[src/rtl/core/grpg_pkg.sv]
`timescale 1ns / 1ps

package grpg_pkg;

    // Cell geometry: a 5x7 font drawn at twice its size in a 12x14 cell.
    localparam int unsigned CellRows  = 14;
    localparam int unsigned CellCols  = 12;
    localparam int unsigned FontRows  = 7;
    localparam int unsigned FontCols  = 5;
    localparam int unsigned AlphaGlyphs = 26;
    localparam int unsigned DigitGlyphs = 10;

    localparam int unsigned PixelW = 16;
    localparam int unsigned CodeW  = 8;
    localparam int unsigned RowW   = 4;
    localparam int unsigned ColW   = 4;

    // First and last ASCII codes of the two glyph ranges.
    localparam logic [CodeW-1:0] CodeUpperA = 8'd65;
    localparam logic [CodeW-1:0] CodeUpperZ = 8'd90;
    localparam logic [CodeW-1:0] CodeDigit0 = 8'd48;
    localparam logic [CodeW-1:0] CodeDigit9 = 8'd57;

    localparam logic [ColW-1:0] LastCol = ColW'(CellCols - 1);

    // One font row: bit 4 is the leftmost font column.
    typedef logic [FontCols-1:0] t_glyph_row;

    localparam t_glyph_row ALPHA_FONT [AlphaGlyphs][FontRows] = '{
        '{5'd14, 5'd17, 5'd17, 5'd31, 5'd17, 5'd17, 5'd17},
        '{5'd30, 5'd17, 5'd17, 5'd30, 5'd17, 5'd17, 5'd30},
        '{5'd14, 5'd17, 5'd16, 5'd16, 5'd16, 5'd17, 5'd14},
        '{5'd30, 5'd17, 5'd17, 5'd17, 5'd17, 5'd17, 5'd30},
        '{5'd31, 5'd16, 5'd16, 5'd30, 5'd16, 5'd16, 5'd31},
        '{5'd31, 5'd16, 5'd16, 5'd30, 5'd16, 5'd16, 5'd16},
        '{5'd14, 5'd17, 5'd16, 5'd23, 5'd17, 5'd17, 5'd15},
        '{5'd17, 5'd17, 5'd17, 5'd31, 5'd17, 5'd17, 5'd17},
        '{5'd14, 5'd4,  5'd4,  5'd4,  5'd4,  5'd4,  5'd14},
        '{5'd7,  5'd2,  5'd2,  5'd2,  5'd18, 5'd18, 5'd12},
        '{5'd17, 5'd18, 5'd20, 5'd24, 5'd20, 5'd18, 5'd17},
        '{5'd16, 5'd16, 5'd16, 5'd16, 5'd16, 5'd16, 5'd31},
        '{5'd17, 5'd27, 5'd21, 5'd21, 5'd17, 5'd17, 5'd17},
        '{5'd17, 5'd25, 5'd21, 5'd19, 5'd17, 5'd17, 5'd17},
        '{5'd14, 5'd17, 5'd17, 5'd17, 5'd17, 5'd17, 5'd14},
        '{5'd30, 5'd17, 5'd17, 5'd30, 5'd16, 5'd16, 5'd16},
        '{5'd14, 5'd17, 5'd17, 5'd17, 5'd21, 5'd18, 5'd13},
        '{5'd30, 5'd17, 5'd17, 5'd30, 5'd20, 5'd18, 5'd17},
        '{5'd15, 5'd16, 5'd16, 5'd14, 5'd1,  5'd1,  5'd30},
        '{5'd31, 5'd4,  5'd4,  5'd4,  5'd4,  5'd4,  5'd4},
        '{5'd17, 5'd17, 5'd17, 5'd17, 5'd17, 5'd17, 5'd14},
        '{5'd17, 5'd17, 5'd17, 5'd17, 5'd17, 5'd10, 5'd4},
        '{5'd17, 5'd17, 5'd17, 5'd21, 5'd21, 5'd21, 5'd10},
        '{5'd17, 5'd17, 5'd10, 5'd4,  5'd10, 5'd17, 5'd17},
        '{5'd17, 5'd17, 5'd10, 5'd4,  5'd4,  5'd4,  5'd4},
        '{5'd31, 5'd1,  5'd2,  5'd4,  5'd8,  5'd16, 5'd31}
    };

    localparam t_glyph_row DIGIT_FONT [DigitGlyphs][FontRows] = '{
        '{5'd14, 5'd17, 5'd19, 5'd21, 5'd25, 5'd17, 5'd14},
        '{5'd4,  5'd12, 5'd4,  5'd4,  5'd4,  5'd4,  5'd14},
        '{5'd14, 5'd17, 5'd1,  5'd2,  5'd4,  5'd8,  5'd31},
        '{5'd30, 5'd1,  5'd1,  5'd14, 5'd1,  5'd1,  5'd30},
        '{5'd2,  5'd6,  5'd10, 5'd18, 5'd31, 5'd2,  5'd2},
        '{5'd31, 5'd16, 5'd16, 5'd30, 5'd1,  5'd1,  5'd30},
        '{5'd14, 5'd16, 5'd16, 5'd30, 5'd17, 5'd17, 5'd14},
        '{5'd31, 5'd1,  5'd2,  5'd4,  5'd8,  5'd8,  5'd8},
        '{5'd14, 5'd17, 5'd17, 5'd14, 5'd17, 5'd17, 5'd14},
        '{5'd14, 5'd17, 5'd17, 5'd15, 5'd1,  5'd1,  5'd14}
    };

endpackage

[src/rtl/core/glyph_row_pixel_generator_top.sv]
`timescale 1ns / 1ps

// Character generator for an RGB565 text display: a 5x7 font ('A'-'Z',
// '0'-'9') drawn at twice its size in a 12x14 cell.
//
// Slave stream: one transfer names a character code, a pixel row of the cell
// and a foreground colour. The font row is looked up on acceptance and held
// in a row register, which frees the slave side for the next transfer.
// Master stream: twelve pixel transfers per input, columns 0 to 11 left to
// right, each carrying the foreground colour or zero and its column; tlast
// marks column 11. Rows 14 and 15 and codes without a glyph give blank rows.
//
// The font row of an input is held in the row register, and each pixel then
// passes through the output register. Throughput: one pixel per cycle while
// the receiver takes them; a new input waits for the held row. The next
// input is taken in the cycle its predecessor's last pixel moves to the output
// register, so rows follow one another without a gap.
//
// Reset empties the row and output registers. When the receiver stalls, the
// output register holds its pixel, the column counter stops, and tready on
// the slave side stays low for as long as a row is held.
module glyph_row_pixel_generator_top (
    input  logic        i_clk,
    input  logic        i_rst_n,
    // tdata: char_code[7:0], cell_row[11:8], fg_color[27:12], zero[31:28]
    input  logic [31:0] s_axis_tdata,
    input  logic        s_axis_tvalid,
    output logic        s_axis_tready,
    // tdata: pixel_value[15:0], cell_column[19:16], zero[23:20]
    output logic [23:0] m_axis_tdata,
    output logic        m_axis_tvalid,
    input  logic        m_axis_tready,
    // tlast: row_last
    output logic        m_axis_tlast
);

    logic [grpg_pkg::CodeW-1:0]  w_char_code;
    logic [grpg_pkg::RowW-1:0]   w_cell_row;
    logic [grpg_pkg::PixelW-1:0] w_fg_color;
    grpg_pkg::t_glyph_row        w_glyph_row;

    logic                        r_row_valid;
    grpg_pkg::t_glyph_row        r_pattern;
    logic [grpg_pkg::PixelW-1:0] r_fg;
    logic [grpg_pkg::ColW-1:0]   r_col;

    logic                        r_out_valid;
    logic [grpg_pkg::PixelW-1:0] r_out_pixel;
    logic [grpg_pkg::ColW-1:0]   r_out_col;
    logic                        r_out_last;

    logic w_out_free;
    logic w_load;
    logic w_row_done;
    logic w_in_xfer;
    logic w_lit;

    // Unpack the slave transfer.
    assign w_char_code = s_axis_tdata[7:0];
    assign w_cell_row  = s_axis_tdata[11:8];
    assign w_fg_color  = s_axis_tdata[27:12];

    grpg_glyph_lookup u_glyph_lookup (
        .i_char_code (w_char_code),
        .i_cell_row  (w_cell_row),
        .o_glyph_row (w_glyph_row)
    );

    // Handshake: a pixel moves on whenever the output register is free.
    assign w_out_free    = !r_out_valid || m_axis_tready;
    assign w_load        = r_row_valid && w_out_free;
    assign w_row_done    = w_load && (r_col == grpg_pkg::LastCol);
    assign s_axis_tready = !r_row_valid || w_row_done;
    assign w_in_xfer     = s_axis_tvalid && s_axis_tready;

    // Each font column spans two pixel columns; the right margin is blank.
    always_comb begin
        case (r_col[3:1])
            3'd0:    w_lit = r_pattern[4];
            3'd1:    w_lit = r_pattern[3];
            3'd2:    w_lit = r_pattern[2];
            3'd3:    w_lit = r_pattern[1];
            3'd4:    w_lit = r_pattern[0];
            default: w_lit = 1'b0;
        endcase
    end

    // Row register and column counter.
    always_ff @(posedge i_clk) begin
        if (!i_rst_n) begin
            r_row_valid <= 1'b0;
            r_col       <= '0;
        end else if (w_in_xfer) begin
            r_row_valid <= 1'b1;
            r_col       <= '0;
        end else if (w_row_done) begin
            r_row_valid <= 1'b0;
        end else if (w_load) begin
            r_col <= r_col + 1'b1;
        end
    end

    always_ff @(posedge i_clk) begin
        if (w_in_xfer) begin
            r_pattern <= w_glyph_row;
            r_fg      <= w_fg_color;
        end
    end

    // Output register.
    always_ff @(posedge i_clk) begin
        if (!i_rst_n) begin
            r_out_valid <= 1'b0;
        end else if (w_load) begin
            r_out_valid <= 1'b1;
        end else if (m_axis_tready) begin
            r_out_valid <= 1'b0;
        end
    end

    always_ff @(posedge i_clk) begin
        if (w_load) begin
            r_out_pixel <= w_lit ? r_fg : '0;
            r_out_col   <= r_col;
            r_out_last  <= (r_col == grpg_pkg::LastCol);
        end
    end

    assign m_axis_tvalid = r_out_valid;
    assign m_axis_tdata  = {4'd0, r_out_col, r_out_pixel};
    assign m_axis_tlast  = r_out_last;

    // The column counter never runs past the last column of the cell.
    assert property (@(posedge i_clk) disable iff (!i_rst_n)
        r_row_valid |-> (r_col <= grpg_pkg::LastCol))
        else $error("column counter beyond the cell");

    // A new row is taken only when the held row is empty or finishing.
    assert property (@(posedge i_clk) disable iff (!i_rst_n)
        w_in_xfer |-> (!r_row_valid || (w_load && r_col == grpg_pkg::LastCol)))
        else $error("input taken over a row still in progress");

    // Within a row, the next pixel follows at once with the next column.
    assert property (@(posedge i_clk) disable iff (!i_rst_n)
        (m_axis_tvalid && m_axis_tready && !m_axis_tlast) |=>
            (m_axis_tvalid && (r_out_col == $past(r_out_col) + 1'b1)))
        else $error("pixel sequence broken within a row");

    // After the last pixel of a row, any following pixel opens a new row.
    assert property (@(posedge i_clk) disable iff (!i_rst_n)
        (m_axis_tvalid && m_axis_tready && m_axis_tlast) |=>
            (!m_axis_tvalid || r_out_col == '0))
        else $error("new row does not start at column zero");

    // tlast accompanies exactly the last column.
    assert property (@(posedge i_clk) disable iff (!i_rst_n)
        m_axis_tvalid |-> (m_axis_tlast == (r_out_col == grpg_pkg::LastCol)))
        else $error("row end flag out of step with the column");

endmodule

[src/rtl/core/grpg_glyph_lookup.sv]
`timescale 1ns / 1ps

module grpg_glyph_lookup (
    input  logic [grpg_pkg::CodeW-1:0] i_char_code,
    input  logic [grpg_pkg::RowW-1:0]  i_cell_row,
    output grpg_pkg::t_glyph_row       o_glyph_row
);

    logic [2:0] w_font_row;
    logic [4:0] w_alpha_off;
    logic [3:0] w_digit_off;

    // Each font row covers two cell rows.
    assign w_font_row  = i_cell_row[3:1];
    assign w_alpha_off = 5'(i_char_code - grpg_pkg::CodeUpperA);
    assign w_digit_off = 4'(i_char_code - grpg_pkg::CodeDigit0);

    // Rows below the cell and codes without a glyph read as blank.
    always_comb begin
        o_glyph_row = '0;
        if (i_cell_row < grpg_pkg::RowW'(grpg_pkg::CellRows)) begin
            if (i_char_code >= grpg_pkg::CodeUpperA && i_char_code <= grpg_pkg::CodeUpperZ) begin
                o_glyph_row = grpg_pkg::ALPHA_FONT[w_alpha_off][w_font_row];
            end else if (i_char_code >= grpg_pkg::CodeDigit0 &&
                         i_char_code <= grpg_pkg::CodeDigit9) begin
                o_glyph_row = grpg_pkg::DIGIT_FONT[w_digit_off][w_font_row];
            end
        end
    end

endmodule
[config.mk]
export PLATFORM = sky130hd
export DESIGN_NAME = glyph_row_pixel_generator_top
export DESIGN_NICKNAME = d
export VERILOG_FILES = /design/src/rtl/core/grpg_pkg.sv /design/src/rtl/core/glyph_row_pixel_generator_top.sv /design/src/rtl/core/grpg_glyph_lookup.sv
export SDC_FILE = /design/constraint.sdc
export NUM_CORES = 1
export LEC_CHECK = 0
export BUFFER_PORTS_ARGS = -buffer_cell sky130_fd_sc_hd__buf_2
export CAP_MARGIN = 25
export CORE_MARGIN = 4
export CORE_UTILIZATION = 41
export DETAILED_ROUTE_END_ITERATION = 16
export GPL_TIMING_DRIVEN = 1
export HOLD_SLACK_MARGIN = 0.1
export PLACE_DENSITY = 0.61
export SKIP_CTS_REPAIR_TIMING = 1
export SKIP_LAST_GASP = 1
export SYNTH_ARGS = -nofsm -noshare
export SYNTH_HDL_FRONTEND = slang
export SYNTH_HIERARCHICAL = 1
export SYNTH_SLANG_ARGS = --single-unit
[constraint.sdc]
create_clock -name i_clk -period 3.3 [get_ports i_clk]
set_clock_uncertainty 0.1 [all_clocks]
set_input_delay 0.33 -clock i_clk [delete_from_list [all_inputs] [get_ports i_clk]]
set_output_delay 0.33 -clock i_clk [all_outputs]
set_load 0.05 [all_outputs]
# --- Word level (Yosys, flattened, before mapping) ---
# Memories as Yosys holds them, arrays and structs flattened.
# Cells that the tools add are included.
totals:
  reg_bits: 48
  romBits: 1680
  wordCells: 62
  n_memories: 2
mem_list:
  columns: ["memory", "words", "width", "read_ports", "rd_ports_with_merged_regs", "write_ports", "line_no", "rtl"]
  rows:
  - ["(no name shown)", 32, 35, 1, 0, 0, "grpg_glyph_lookup.sv:23", "o_glyph_row = grpg_pkg::ALPHA_FONT[w_alpha_off][w_font_row];"]
  - ["(no name shown)", 16, 35, 1, 0, 0, "grpg_glyph_lookup.sv:26", "o_glyph_row = grpg_pkg::DIGIT_FONT[w_digit_off][w_font_row];"]
classes:
  add_sub_neg: 3
  n_lt_le_gt_ge: 8
  n_eq_ne: 5
  muxes: 17
  bitwise_logic: 5
  n_reduce_logical: 14
ops:
  columns: ["cell", "n"]
  rows:
  - ["$mux W35", 4]
  - ["$bmux W5 S3", 2]
  - ["$mux W5", 6]
  - ["$ge A8 B6 Y1 const B", 1]
  - ["$ge A8 B7 Y1 const B", 1]
  - ["$le A8 B6 Y1 const B", 1]
  - ["$le A8 B7 Y1 const B", 1]
  - ["$eq A3 B2 Y1 const B", 2]
  - ["$ge A6 B6 Y1 const B", 1]
  - ["$not A5 Y6", 1]
  - ["$ge A5 B5 Y1 const B", 1]
  - ["$logic_and A1 B1 Y1", 5]
  - ["$not A4 Y5", 1]
  - ["$pmux W1 S5", 1]
  - ["$sub A5 B1 Y5 const B", 1]
  - ["$add A4 B1 Y4 const B", 1]
  - ["$eq A4 B4 Y1 const B", 1]
  - ["$ge A4 B4 Y1 const B", 1]
  - ["$lt A4 B4 Y1 const B", 1]
  - ["$mux W1", 4]
  - ["$not A3 Y4", 1]
  - ["$reduce_bool A2 Y1", 2]
  - ["$sub A4 B1 Y4 const B", 1]
  - ["$eq A3 B1 Y1 const B", 1]
  - ["7 further kinds", 10]

# --- Logic depth before layout (Yosys ltp) ---
logic_depth:
  ltp_word: 10
  ltp_mapped: 13
  depth_no_buf: 10

# --- Cells and area by module ---
# Netlist, hierarchy kept.
by_module_without_submodules:
  columns: ["module", "instances", "cells_each", "area_per_inst_um2", "seq_area_each_um2"]
  rows:
  - ["grpg_glyph_lookup", 1, 365, 2344.7, 0.0]
  - ["glyph_row_pixel_generator_top", 1, 143, 1971.9, 1381.3]

# --- Worst setup path after synthesis ---
# OpenSTA, ideal clock, no wires.
synth_path:
  path_kind: "in2reg"
  from: "in s_axis_tdata[0]"
  to: "reg r_pattern[0] (data pin)"
  setup_ns: 0.271
  arrival_ns: 3.180
  path_slack_ns: -0.252
  cell_stages: 12
  path_buffers: 3
  cell_sequence: "buf_1 -> buf_2 -> inv_1 -> ha_1 -> ha_1 -> clkbuf_1 -> or3b_2 -> nand4_1 -> a31oi_1 -> a311o_1 -> a2111oi_0 -> o31ai_1"
synth_between:
  elab_chain_cells: 10
  word_cells_on_any_way: 24
  cone_classes: "add/sub: 2; order compare: 4; mux: 12; bitwise: 2; reduce/logical: 2; memory: 2"
synth_lines:
  columns: ["item", "line_no", "rtl"]
  rows:
  - ["from (decl)", "glyph_row_pixel_generator_top.sv:26", "input logic [31:0] s_axis_tdata,"]
  - ["$sub A4 B1 Y4", "grpg_glyph_lookup.sv:16", "assign w_digit_off = 4'(i_char_code - grpg_pkg::CodeDigit0);"]
  - ["$not A4 Y5 (not written as such)", "grpg_glyph_lookup.sv:26", null]
  - ["$mem_v2 Z16 W35", null, null]
  - ["$mux W35 (not written as such) (2 in series)", "grpg_glyph_lookup.sv:26", null]
  - ["$bmux W5 S3", "grpg_glyph_lookup.sv:26", null]
  - ["$mux W5 (not written as such) (2 in series)", "grpg_glyph_lookup.sv:26", null]
  - ["$mux W5", "grpg_glyph_lookup.sv:24", "end else if (i_char_code >= grpg_pkg::CodeDigit0 &&"]
  - ["$mux W5 *", "grpg_glyph_lookup.sv:22", "if (i_char_code >= grpg_pkg::CodeUpperA && i_char_code <= grpg_pkg::CodeUpperZ) begin"]
  - ["to (signal assigned)", "glyph_row_pixel_generator_top.sv:105", "r_pattern <= w_glyph_row;"]
  - ["to (decl)", "glyph_row_pixel_generator_top.sv:43", "grpg_pkg::t_glyph_row r_pattern;"]
# Mark *: on every way between the ends. The rest lies on a longest branch, timed or not. The select of a mux whose other input is x is not followed.
# A chain may end at the register's enable or synchronous reset.

# --- Worst setup path after layout ---
# Ends and elaborated chain as after synthesis.

==> impl_table.tex <==
\begin{tabular}{lr}
\hline
Metric & Value \\
\hline
\multicolumn{2}{l}{\textbf{Layout}} \\
\quad Share of post-route cells with drive strength above 1 & 0.205 \\
\quad Leading cell type in the layout, fill and taps excluded & buf\_2 \\
\quad Number of nets in the layout & 614 \\
\quad Area Overhead vs Synth & 14.9\% \\
\quad Post-route standard cell area excluding fillers & 0.00496 mm² \\
\quad Leading cell types in the layout, fill and taps excluded & 53 x buf\_2, 49 x o21ai\_0, 42 x edfxtp\_1 \\
\quad Number of fill cells in the layout & 1,004 \\
\quad Post-layout util & 0.482 \\
\quad Non-filler instance count after layout & 701 \\
\quad Diodes inserted & 0 \\
\multicolumn{2}{l}{\textbf{Worst hold path}} \\
\quad Min-Delay Endpoint & r\_fg[4] \\
\quad Startpoint of the worst hold path & s\_axis\_tdata[16] \\
\quad Hold Path Depth & 1 \\
\quad Type of the tightest min-delay check & input pin to register \\
\multicolumn{2}{l}{\textbf{Drt}} \\
\quad Count of unresolved DRC violations after routing & 0 \\
\quad Routed length per instance & 19.9 µm \\
\quad Initial detailed-routing violation count & 699 \\
\quad Detailed-router iteration count before antenna repair & 6 \\
\quad Vias & 4,516 \\
\quad Remaining antenna violation count & 0 \\
\quad Via-per-instance ratio & 6.44 \\
\quad WL final & 14,000 µm \\
\multicolumn{2}{l}{\textbf{Timing}} \\
\quad Slew at the pin with the worst max-slew slack & 0.781 ns \\
\quad Setup TNS & 0 ns \\
\quad Final Worst Setup Slack & 0.355 ns \\
\quad Upper clock frequency limit & 0.340 GHz \\
\quad Final setup vio count & 0 \\
\quad Minimum period implied by the final worst setup slack & 2.94 ns \\
\quad Smallest hold slack & 0.117 ns \\
\quad Period utilization & 0.892 \\
\quad RSZ-0062 raised after global routing & false \\
\quad Max-Slew Margin vs Limit & 0.478 \\
\quad Final hold violation count & 0 \\
\quad Final number of max-transition violations & 0 \\
\multicolumn{2}{l}{\textbf{Floorplan}} \\
\quad Horizontal die dimension & 111 µm \\
\quad Number of core rows & 37 \\
\quad Placeable core area & 0.0103 mm² \\
\quad Top-Level Pins & 63 \\
\quad Area enclosed by the die boundary & 0.0122 mm² \\
\quad Initial Utilization & 0.420 \\
\quad Y dimension of the die & 111 µm \\
\multicolumn{2}{l}{\textbf{Place}} \\
\quad Placement-stage cell area & 0.00474 mm² \\
\quad HPWL Detailed & 9860 µm \\
\quad Global placement routability congestion & 0.948 \\
\quad Worst setup slack before clock tree synthesis & 0.172 ns \\
\quad Number of cells in the design after placement & 680 \\
\quad Input/output buffers & 53 \\
\multicolumn{2}{l}{\textbf{Global route}} \\
\quad Number of global-route vias before repair & 4,130 \\
\quad Gr ovfl total & 0 \\
\quad Initial antenna violation count & 0 \\
\quad Wire length of the first global-routing pass & 22,600 µm \\
\quad Pin count of the biggest net entering global routing & 43 \\
\quad Global-route total usage across every layer & 0.221 \\
\multicolumn{2}{l}{\textbf{Logic synthesis}} \\
\quad Synthesized area & 0.00432 mm² \\
\quad Cells taking the most area after synthesis & edfxtp\_1 29\%, o21ai\_0 5.7\%, nand2b\_1 4.2\% \\
\quad Fraction of registers with async set/reset & 0 \\
\quad Synth unique cells & 88 \\
\quad Primary FF master, synth & edfxtp\_1 \\
\quad Mapped Cells & 508 \\
\quad Share of Yosys cell area claimed by the top area cell type & 0.292 \\
\quad Yosys warning count & 6 \\
\quad Mean instance size in the synthesized netlist & 8.50 µm² \\
\quad Sequential area share after synthesis & 0.320 \\
\quad Number of enable-type register cells in the synthesized netlist & 42 \\
\quad Post-synthesis cell type with the largest combined area & edfxtp\_1 \\
\quad Flip-flop and latch count after synthesis & 48 \\
\multicolumn{2}{l}{\textbf{Power and ir drop}} \\
\quad Post-layout power & 1.61 mW \\
\quad Areal power density over the cells & 325 mW/mm² \\
\quad Leakage power & 1.87 nW \\
\quad Maximum resistive drop on vdd & 0.163 mV \\
\multicolumn{2}{l}{\textbf{Worst setup path}} \\
\quad CP Data Required Time & 3.22 ns \\
\quad Critical Path Fanout Max & 19 \\
\quad Worst setup slack for register-to-register paths & 0.98 ns \\
\quad Worst setup EP type & register \\
\quad Worst Reg2Reg Path Length in Cells & 5 \\
\quad Element type at the critical path start & input pin \\
\quad R2R Path End & r\_fg[4] \\
\quad Reg2reg start & r\_col[1] \\
\quad Critical path class & input pin to register \\
\quad Data arrival time of the critical path & 2.86 ns \\
\multicolumn{2}{l}{\textbf{Clocking}} \\
\quad Total clock sinks & 48 \\
\quad CTS clock-pin slew for the worst setup and hold paths & 0.08 ns \\
\quad Root cell of the clock tree & clkbuf\_8 \\
\quad Cts bufs inserted & 5 \\
\quad Clk buf depth & 2 \\
\quad Total number of H-tree levels & 2 \\
\quad Clock latency on the worst-skew pair & 0.30 ns \\
\quad CTS tree & built \\
\multicolumn{2}{l}{\textbf{Run}} \\
\quad Number of max-capacitance violations reported & 0 \\
\multicolumn{2}{l}{\textbf{Outcome}} \\
\quad Result of the run & finished clean \\
\hline
\end{tabular}
==> critical path, cell delays in order <==
cell       delay [ns]
buf_2            0.10
inv_1            0.07
ha_2             0.18
buf_4            0.27
nor3b_2          0.41
xnor2_1          0.17
buf_4            0.23
a311o_1          0.37
a2111oi_0        0.57
o31ai_1          0.16
==> kinds of logic after synthesis <==
group	Yosys count	share of synthesized area
AO/OA/AOI/OAI	195	0.313
flip-flops	48	0.320
multiplexers	8	0.0191
buffers and inverters	68	0.0759
other	1	0.000869
adder cells (fa/ha/maj)	14	0.0406
AND/OR/NAND/NOR	170	0.222
XOR/XNOR	4	0.00812
==> area by class of cell <==
| type | instances | area, µm² | share of cell area |
|---|---|---|---|
| Clock buffer | 5 | 68.8 | 0.0139 |
| Sequential cell | 48 | 1380 | 0.279 |
| Clock inverter | 3 | 17.5 | 0.00353 |
| Multi-Input combinational cell | 395 | 2620 | 0.529 |
| Inverter | 15 | 56.3 | 0.0114 |
| Timing Repair Buffer | 99 | 643 | 0.130 |
| Tap cell | 136 | 170 | 0.0343 |
==> registers in the layout, summed over array words and instances, names as in the netlist <==
signal / count
m_axis_tlast: 1
m_axis_tvalid: 1
r_col: 4
r_fg: 16
r_out_col: 4
r_out_pixel: 16
r_pattern: 5
r_row_valid: 1
==> worst max-delay path by stage <==
stage	start	to	cells after the start
global placement	s_axis_tdata[0]	r_pattern[0]	10
CTS	s_axis_tdata[0]	r_pattern[0]	10
floorplan	s_axis_tdata[0]	r_pattern[0]	12
finish	s_axis_tdata[0]	r_pattern[0]	10
detailed placement	s_axis_tdata[0]	r_pattern[0]	10
global route	s_axis_tdata[0]	r_pattern[0]	10
==> cell usage after synthesis, types with 7 or more instances <==
cell and instances:
edfxtp_1 42, nor2b_1 12, o21ai_0 49, o31ai_1 9, nand2_1 29, clkbuf_1 26
a211oi_1 7, inv_1 11, buf_2 14, nand3_1 25, a21oi_1 35, ha_1 14
nor3_1 12, nand2b_1 29, o211ai_1 11, nor2_1 24, a31oi_1 8
==> power by group <==
group	internal (mW)	switching (mW)	leakage (nW)
sequential	0.697	0.0129	0.458
clock	0.148	0.192	0.0460
combinational	0.190	0.373	1.36
==> metal layers <==
| layer | up-vias | track usage | share of wire |
|---|---|---|---|
| met5 | - | 0 | 0 |
| met3 | 35 | 0.0460 | 0.11 |
| met4 | 0 | 0.0780 | 0.027 |
| li1 | 2052 | - | - |
| met1 | 2123 | 0.309 | 0.40 |
| met2 | 306 | 0.339 | 0.46 |
No activity file was read; power rests on OpenSTA's default activity.
